<file path="src/hdl/qrv_pkg.sv">
// ----------------------------------------------------------------------------
// qrv_pkg
// Shared request codes, status codes and cell control type for the queue
// with remove by value.
// ----------------------------------------------------------------------------
package qrv_pkg;

    localparam int VALUE_W  = 32;
    localparam int REQ_W    = 2;
    localparam int STATUS_W = 2;
    localparam int COUNT_W  = 5;

    localparam logic [REQ_W-1:0] REQ_PUSH   = 2'd0;
    localparam logic [REQ_W-1:0] REQ_POP    = 2'd1;
    localparam logic [REQ_W-1:0] REQ_REMOVE = 2'd2;
    localparam logic [REQ_W-1:0] REQ_NOP    = 2'd3;

    localparam logic [STATUS_W-1:0] ST_OK        = 2'd0;
    localparam logic [STATUS_W-1:0] ST_EMPTY     = 2'd1;
    localparam logic [STATUS_W-1:0] ST_NOT_FOUND = 2'd2;
    localparam logic [STATUS_W-1:0] ST_FULL      = 2'd3;

    localparam logic signed [VALUE_W-1:0] EMPTY_RESULT = -32'sd1;

    typedef struct packed {
        logic push;
        logic pop;
        logic remove;
    } t_cell_ctl;

endpackage

</file>
<file path="src/hdl/qrv_cell.sv">
// ----------------------------------------------------------------------------
// qrv_cell
// One queue slot. Holds a value, compares it to the request value, loads
// it at the tail on push and takes its neighbor's value on pop or remove.
// ----------------------------------------------------------------------------
module qrv_cell #(
    parameter int INDEX = 0,
    parameter int CW    = 5
) (
    input  logic                                  i_clk,
    input  qrv_pkg::t_cell_ctl                    i_ctl,
    input  logic signed [qrv_pkg::VALUE_W-1:0]    i_value,
    input  logic [CW-1:0]                         i_count,
    input  logic                                  i_found,
    input  logic signed [qrv_pkg::VALUE_W-1:0]    i_next_value,
    output logic                                  o_found,
    output logic signed [qrv_pkg::VALUE_W-1:0]    o_value
);

    logic signed [qrv_pkg::VALUE_W-1:0] r_value;
    logic signed [qrv_pkg::VALUE_W-1:0] n_value;
    logic                               in_use;
    logic                               at_tail;
    logic                               match;

    assign in_use  = CW'(INDEX) < i_count;
    assign at_tail = CW'(INDEX) == i_count;
    assign match   = in_use && (r_value == i_value);
    assign o_found = i_found || match;
    assign o_value = r_value;

    always_comb begin
        n_value = r_value;
        if (i_ctl.push && at_tail) begin
            n_value = i_value;
        end else if (i_ctl.pop && in_use) begin
            n_value = i_next_value;
        end else if (i_ctl.remove && o_found) begin
            n_value = i_next_value;
        end
    end

    always_ff @(posedge i_clk) begin
        r_value <= n_value;
    end

endmodule

</file>
<file path="src/hdl/queue_with_remove_by_value.sv">
// ----------------------------------------------------------------------------
// queue_with_remove_by_value
// Bounded ordered queue of signed values built as a row of slots. Push
// appends at the tail, pop returns the head, remove deletes the first match.
//
//   channel   handshake                    payload
//   request   i_in_valid / o_in_ready      i_req_type, i_value
//   result    o_out_valid / i_out_ready    o_result_value, o_status,
//                                          o_entry_count, o_is_empty
//
// One request is taken per cycle while ready; its result appears in the
// output register on the next cycle. Compare and shift happen in all slots
// in the same cycle, and the match flag ripples from head to tail through
// the slots. A new request is taken while the held result is being taken.
// Reset empties the queue and drops any held result; no clearing pass.
// ----------------------------------------------------------------------------
module queue_with_remove_by_value #(
    parameter int DEPTH = 16
) (
    input  logic                                  i_clk,
    input  logic                                  i_rst_n,
    input  logic                                  i_in_valid,
    output logic                                  o_in_ready,
    input  logic [qrv_pkg::REQ_W-1:0]             i_req_type,
    input  logic signed [qrv_pkg::VALUE_W-1:0]    i_value,
    output logic                                  o_out_valid,
    input  logic                                  i_out_ready,
    output logic signed [qrv_pkg::VALUE_W-1:0]    o_result_value,
    output logic [qrv_pkg::STATUS_W-1:0]          o_status,
    output logic [qrv_pkg::COUNT_W-1:0]           o_entry_count,
    output logic                                  o_is_empty
);

    localparam int CW = $clog2(DEPTH + 1);

    logic                                  accept;
    qrv_pkg::t_cell_ctl                    ctl;
    logic signed [qrv_pkg::VALUE_W-1:0]    cell_value [DEPTH];
    logic                                  found_chain [DEPTH+1];
    logic                                  full;
    logic                                  empty;

    logic [CW-1:0]                         r_count;
    logic [CW-1:0]                         n_count;
    logic                                  r_out_valid;
    logic signed [qrv_pkg::VALUE_W-1:0]    r_result;
    logic signed [qrv_pkg::VALUE_W-1:0]    n_result;
    logic [qrv_pkg::STATUS_W-1:0]          r_status;
    logic [qrv_pkg::STATUS_W-1:0]          n_status;

    assign o_in_ready = !r_out_valid || i_out_ready;
    assign accept     = i_in_valid && o_in_ready;
    assign full       = r_count == CW'(DEPTH);
    assign empty      = r_count == '0;

    assign ctl.push   = accept && (i_req_type == qrv_pkg::REQ_PUSH) && !full;
    assign ctl.pop    = accept && (i_req_type == qrv_pkg::REQ_POP) && !empty;
    assign ctl.remove = accept && (i_req_type == qrv_pkg::REQ_REMOVE);

    assign found_chain[0] = 1'b0;

    for (genvar g = 0; g < DEPTH; g++) begin : g_cell
        logic signed [qrv_pkg::VALUE_W-1:0] next_value;
        if (g == DEPTH - 1) begin : g_last
            assign next_value = '0;
        end else begin : g_mid
            assign next_value = cell_value[g+1];
        end
        qrv_cell #(
            .INDEX (g),
            .CW    (CW)
        ) u_cell (
            .i_clk        (i_clk),
            .i_ctl        (ctl),
            .i_value      (i_value),
            .i_count      (r_count),
            .i_found      (found_chain[g]),
            .i_next_value (next_value),
            .o_found      (found_chain[g+1]),
            .o_value      (cell_value[g])
        );
    end

    always_comb begin
        n_count  = r_count;
        n_result = '0;
        n_status = qrv_pkg::ST_OK;
        case (i_req_type)
            qrv_pkg::REQ_PUSH: begin
                if (full) begin
                    n_status = qrv_pkg::ST_FULL;
                end else begin
                    n_count = r_count + CW'(1);
                end
            end
            qrv_pkg::REQ_POP: begin
                if (empty) begin
                    n_result = qrv_pkg::EMPTY_RESULT;
                    n_status = qrv_pkg::ST_EMPTY;
                end else begin
                    n_result = cell_value[0];
                    n_count  = r_count - CW'(1);
                end
            end
            qrv_pkg::REQ_REMOVE: begin
                if (empty) begin
                    n_status = qrv_pkg::ST_EMPTY;
                end else if (found_chain[DEPTH]) begin
                    n_count = r_count - CW'(1);
                end else begin
                    n_status = qrv_pkg::ST_NOT_FOUND;
                end
            end
            qrv_pkg::REQ_NOP: begin
                n_status = qrv_pkg::ST_OK;
            end
            default: begin
                n_status = qrv_pkg::ST_OK;
            end
        endcase
    end

    always_ff @(posedge i_clk) begin
        if (!i_rst_n) begin
            r_count     <= '0;
            r_out_valid <= 1'b0;
        end else begin
            if (accept) begin
                r_count     <= n_count;
                r_out_valid <= 1'b1;
            end else if (i_out_ready) begin
                r_out_valid <= 1'b0;
            end
        end
    end

    always_ff @(posedge i_clk) begin
        if (accept) begin
            r_result <= n_result;
            r_status <= n_status;
        end
    end

    assign o_out_valid    = r_out_valid;
    assign o_result_value = r_result;
    assign o_status       = r_status;
    assign o_entry_count  = qrv_pkg::COUNT_W'(r_count);
    assign o_is_empty     = r_count == '0;

endmodule
</file>
<file path="config.mk">
export PLATFORM = sky130hd
export DESIGN_NAME = queue_with_remove_by_value
export DESIGN_NICKNAME = d
export VERILOG_FILES = /design/src/hdl/qrv_pkg.sv /design/src/hdl/qrv_cell.sv /design/src/hdl/queue_with_remove_by_value.sv
export SDC_FILE = /design/constraint.sdc
export NUM_CORES = 2
export LEC_CHECK = 0
export BUFFER_PORTS_ARGS = -buffer_cell sky130_fd_sc_hd__buf_2
export CORE_UTILIZATION = 55
export DETAILED_ROUTE_END_ITERATION = 10
export PLACE_DENSITY = 0.72
export SETUP_SLACK_MARGIN = 0.15
export SLEW_MARGIN = 15
export SYNTH_ARGS = -nofsm -noshare
export SYNTH_HDL_FRONTEND = slang
export SYNTH_HIERARCHICAL = 1
export SYNTH_SLANG_ARGS = --single-unit
</file>
<file path="constraint.sdc">
create_clock -name i_clk -period 19.8 [get_ports i_clk]
set_input_delay 3.96 -clock i_clk [delete_from_list [all_inputs] [get_ports i_clk]]
set_output_delay 3.96 -clock i_clk [all_outputs]
set_load 0.1 [all_outputs]
</file>
Yosys cells after proc, flatten, opt, wreduce, memory -nomap -nowiden:

Cells that the tools add are included.

* register bits: 552
* input port bits: 38
* output and inout port bits: 42

* add/subtract/negate cells: 2
* magnitude comparators: 16
* eq/ne operators: 39
* muxes and demuxes: 61
* reduce and logical (&&, ||, !) cells: 110

Operator list (count)
* $mux 32: 49
* $eq 32x32->1: 16
* $logic_and 1x1->1: 70
* $reduce_bool 3->1: 17
* $eq 4x5->1 const A: 8
* $lt 4x5->1 const A: 8
* $eq 3x5->1 const A: 4
* $lt 3x5->1 const A: 4
* $mux 5: 4
* $logic_or 1x1->1: 16
* $pmux 5 s3: 1
* $eq 2x5->1 const A: 2
* $lt 1x5->1 const A: 2
* $lt 2x5->1 const A: 2
* $pmux 2 s4: 1
* $mux 2: 3
* $ne 2x2->1 const B: 3
* $reduce_and 6->1: 1
* $add 5x1->5 const B: 1
* $eq 1x5->1 const A: 1
* $eq 5x5->1 const B: 1
* $logic_not 5->1: 1
* $sub 5x1->5 const B: 1
* $eq 2x2->1 const B: 2
* other kinds (6): 10

Logic depth before layout (Yosys ltp):

* depth in word-level cells: 21
* depth in mapped cells: 24
* depth with buffers taken out: 24

Cells and area by module:

Netlist, hierarchy kept.

By module, submodules not included
* qrv_cell at g_cell[1].u_cell: instances 1, cells each 117, area each 1904.3 um^2, seq. area each 960.9 um^2
* qrv_cell at g_cell[12].u_cell: instances 1, cells each 119, area each 1876.8 um^2, seq. area each 960.9 um^2
* queue_with_remove_by_value: instances 1, cells each 137, area each 1843.0 um^2, seq. area each 1141.1 um^2
* qrv_cell at g_cell[9].u_cell: instances 1, cells each 118, area each 1785.5 um^2, seq. area each 960.9 um^2
* qrv_cell at g_cell[10].u_cell: instances 1, cells each 120, area each 1781.7 um^2, seq. area each 960.9 um^2
* qrv_cell at g_cell[6].u_cell: instances 1, cells each 120, area each 1779.2 um^2, seq. area each 960.9 um^2
* qrv_cell at g_cell[5].u_cell: instances 1, cells each 117, area each 1776.7 um^2, seq. area each 960.9 um^2
* qrv_cell at g_cell[15].u_cell: instances 1, cells each 120, area each 1775.5 um^2, seq. area each 960.9 um^2
* qrv_cell at g_cell[3].u_cell: instances 1, cells each 117, area each 1769.2 um^2, seq. area each 960.9 um^2
* qrv_cell at g_cell[2].u_cell: instances 1, cells each 119, area each 1767.9 um^2, seq. area each 960.9 um^2
* qrv_cell at g_cell[8].u_cell: instances 1, cells each 118, area each 1767.9 um^2, seq. area each 960.9 um^2
* qrv_cell at g_cell[0].u_cell: instances 1, cells each 122, area each 1761.7 um^2, seq. area each 960.9 um^2
* qrv_cell at g_cell[13].u_cell: instances 1, cells each 119, area each 1754.2 um^2, seq. area each 960.9 um^2
* qrv_cell at g_cell[14].u_cell: instances 1, cells each 120, area each 1754.2 um^2, seq. area each 960.9 um^2
* +3 rows

Worst setup path before layout:

OpenSTA, ideal clock, no wires.

* path type: in2reg
* start: input port i_value[6] (netlist bit)
* end: register g_cell[15].u_cell.r_value (netlist bit g_cell[15].u_cell/o_value[0]) (enable)
* library setup time: 0.505 ns
* arrival: 8.554 ns
* required time: 19.295 ns
* setup slack: 10.741 ns
* cell stages on the path: 21
* path buffers: 0
* path through: xor2_1 > nor4_2 > nand4_1 > nor4_2 > or2_1 > or2_2 > a21o_1 > or2_1 > a21o_2 > or2_1 > or2_2 > or2_1 > or2_2 > or2_1 > nand2b_1 > or2_1 > or2_2 > a21o_1 > nand2b_1 > a221oi_1 > o21ai_1

RTL lines
* start: declaration: line queue_with_remove_by_value.sv:25 `input logic signed [qrv_pkg::VALUE_W-1:0] i_value,`
* end signal: assignment: line qrv_cell.sv:44 `r_value <= n_value;`
* end: declaration: line qrv_cell.sv:20 `logic signed [qrv_pkg::VALUE_W-1:0] r_value;`

==> results.toml <==
[status]
status = "completed"

[route]
drc = 0
drt-vias-per-instance = 6.08
wl_per_cell_um = 27.3
dr.first_iter.drc_count = 1527
dr.pass1.iters = 5
drt_wl_total_um = 81000
final_antenna_net_count = 0
vias = 18000

[clocking]
clock_path_buffers = 3
clkTransAtPathRegs_ns = 0.06
cts_buffers = 58
cts_resized = 0
clk_latency_ns = 0.64
cts_tree = "yes"
ctsHoldBuffers = 0
cts_max_level = 2
post_cts_buffers = 0
root_buffer = "clkbuf_16"
clock_sinks = 552

[timing]
finalSetupViolations = 0
finalCriticalPeriod_ns = 9.21
skew_ns = 0.0247
grt_setup_unrepaired = "false"
hold_violations = 0
fmax_ghz = 0.109
worst_pin_slew_ns = 1.17
slew_viol_final = 0
slew_headroom = 0.217
fin_crit_sh = 0.465
finalSetupTns_ns = 0

[power]
leakagePower_nw = 11.7
peakVddDrop_uv = 79.7
p_per_area_nw_per_um2 = 83.4

[logic_synthesis]
synth_top_area_frac = 0.541
synth_cells = 2041
synth_edf_count = 546
yosysMostFrequentCell = "edfxtp_1"
synth.area.top_cells = "edfxtp_1, mux2_2, xor2_1"
ys_ff_latch = 552
synth.distinct_cells = 71
yosysTopAreaCell = "edfxtp_1"
ys_warn_count = 6
synth-main-ff-cell = "edfxtp_1"
syn_area_um2 = 30300
seq_area_frac_synth = 0.545
syn_avg_cell_area_um2 = 14.9
netlist_top_cells_count = "edfxtp_1, mux2_2, xor2_1"
synth-async-reset-ratio = 0

[floorplan]
initial_utilization = 0.560
die_w_um = 237
coreArea_um2 = 54100
io_pins = 80
std_cell_rows = 85
dieArea_um2 = 56100
die_h_um = 237

[place]
numPortBuffers = 79
gp_congestion = 0.883
placed_cells = 2856
dp_hpwl_um = 53900

[critical_path]
endpoint_kind = "flop"
worst_ep_required_time_ns = 20.14
crit_buf_inv = 4
endpoint = "g_cell[15].u_cell/o_value[6]"
max_stage_delay_ns = 0.44
worstPathArrival_ns = 9.55
startpoint_type = "primary input"
r2r-end = "g_cell[15].u_cell/o_value[6]"
crit_top_cell = "or2_1"
worst_path_max_delay_cell = "buf_4"
cp.depth = 24
cp_cell_sequence = "buf_2 -> buf_4 -> inv_1 -> o221ai_1 -> nand4b_1 -> nor4_2 -> or2_1 -> or2_2 -> a21o_1 -> or2_1 -> a21o_2 -> or2_1 -> or2_2 -> or2_1 -> or2_2 -> or2_1 -> nand2b_1 -> or2_1 -> or2_2 -> a21o_1 -> nand2b_1 -> a221oi_1 -> o21ai_2 -> buf_4"
path_delay_family = "simple AND/OR/NAND/NOR gates"
timing.rr.start = "o_entry_count[3]"
critical_path_class = "in2reg"
worst_r2r_path_depth = 23
cp-startpoint = "i_value[20]"
crit_path_max_fanout = 31
reg2reg_slack_ns = 13.69

[global_route]
antenna_found_initial = 2
grt-ovfl-total = 0
use_met2 = 0.479
grt_pass1_vias = 18400
met3_usage = 0.0491
met1_usage = 0.380
grt_pass1_wl_um = 119000
grtUsageTotal = 0.288
grt_start_max_net_pins = 36
grt.busiest_layer = "met2"

[cells_and_area]
final_cells = 2962
finalNetCount = 2267
drive_above_1_share = 0.335
area_growth_pct = 10.8

[hold_path]
hold_path.class = "reg2reg"

[flow_run]
cap_viol_max_count = 0
worst register-to-register path, cell delays in order, from the launching register on:
cell and delay (ns):
dfxtp_1 0.39, buf_4 0.28, nor3_2 0.26, nand2_1 0.18, nand4b_1 0.17, nor4_2 0.08
or2_1 0.23, or2_2 0.32, a21o_1 0.19, or2_1 0.26, a21o_2 0.21, or2_1 0.24
or2_2 0.33, or2_1 0.25, or2_2 0.31, or2_1 0.25, nand2b_1 0.15, or2_1 0.24
or2_2 0.32, a21o_1 0.19, nand2b_1 0.16, a221oi_1 0.32, o21ai_2 0.18, buf_4 0.30
cell usage in the layout (no fill, tap or decap), types with 5 or more instances in the layout:
| cell type | Yosys | layout |
|---|---|---|
| nor2_1 | 15 | 15 |
| buf_4 | 3 | 63 |
| o21a_1 | 32 | 32 |
| mux2_1 | 39 | 39 |
| mux2_4 | 59 | 59 |
| nor4_2 | 21 | 21 |
| xnor2_1 | 166 | 166 |
| buf_2 | 24 | 79 |
| xor2_1 | 345 | 345 |
| clkbuf_16 | 0 | 58 |
| nand2_1 | 31 | 31 |
| a21oi_1 | 9 | 9 |
| clkbuf_8 | 0 | 9 |
| clkinv_2 | 0 | 6 |
| nand4_1 | 49 | 49 |
| conb_1 | 1 | 34 |
| ha_1 | 8 | 7 |
| o21ai_0 | 8 | 8 |
| nand3_1 | 29 | 29 |
| or2_1 | 7 | 7 |
| clkinv_1 | 0 | 12 |
| dfxtp_1 | 6 | 5 |
| a21o_1 | 13 | 13 |
| inv_1 | 20 | 20 |
| a221o_1 | 6 | 6 |
| nor3_1 | 9 | 8 |
| edfxtp_1 | 546 | 546 |
| mux2_2 | 412 | 412 |
| nor4_1 | 71 | 71 |
| nand2b_1 | 8 | 8 |
| clkbuf_1 | 5 | 14 |
per-stage QoR:
step / util / setup slack [ns] / instance area (um^2) / power [W] / hold slack, ns
floorplan: - / 10.74 / 30400 / 0.00162 / 0.535
global placement: 0.587 / 10.13 / 31800 / 0.00175 / 0.532
detailed placement: 0.587 / 9.98 / 31800 / 0.00175 / 0.533
CTS: 0.620 / 10.64 / 33600 / 0.00281 / 0.543
global route: 0.621 / 10.34 / 33600 / 0.00288 / 0.571
finish: 0.621 / 10.59 / 33600 / 0.00280 / 0.544
flip-flops by register name, summed over array words and instances (netlist names):
| name | flops |
|---|---|
| o_status | 2 |
| o_result_value | 32 |
| g_cell.u_cell/o_value | 512 |
| o_out_valid | 1 |
| o_entry_count | 5 |
report_power, final:
group | switching, W | total [W] | internal [W]
clock network | 0.000464 | 0.00107 | 0.000608
logic | 0.000257 | 0.000368 | 0.000111
registers | 0.0000314 | 0.00136 | 0.00133
total | 0.000752 | 0.00280 | 0.00205
cell type report:
cell class                 instances  area [um^2]
fill                            4062        20500
sequential                       552        16500
multi-input combinational       1445        13400
clock buffer                      81         1630
tap                              696          871
timing repair buffer             142          868
clock inverter                    24          199
inverter                          21         78.8
antenna                            1         2.50
kinds of logic (layout without fill, tap and decap cells):
family                     after synthesis  after routing  share of synthesized area
AOI/OAI and AO/OA                       97             97                     0.0245
xor gates and xnor gates               511            511                      0.148
adders and majority gates                9              9                    0.00396
buffers and inverters                   77            268                     0.0177
DFF                                    552            552                      0.545
muxes                                  511            511                      0.197
other                                    1             35                   0.000124
and+or+nand+nor                        283            283                     0.0644
how the worst min path moves through the flow:
stage / depth (start not counted) / endpoint / start
final: 2 / o_entry_count[1] / o_entry_count[1]
after CTS: 2 / o_entry_count[1] / o_entry_count[1]
after floorplan: 1 / o_result_value[16] / g_cell[0].u_cell/o_value[16]
after detailed placement: 2 / o_entry_count[1] / o_entry_count[1]
after global routing: 2 / o_entry_count[1] / o_entry_count[1]
after global placement: 2 / o_entry_count[1] / o_entry_count[1]
layer usage:
metal / vias up / wire length (um)
met5: - / 21
met4: 2 / 2960
met3: 153 / 5090
met2: 593 / 39500
met1: 9179 / 33400
li1: 8076 / -
Power figures use the tool's default switching activity.
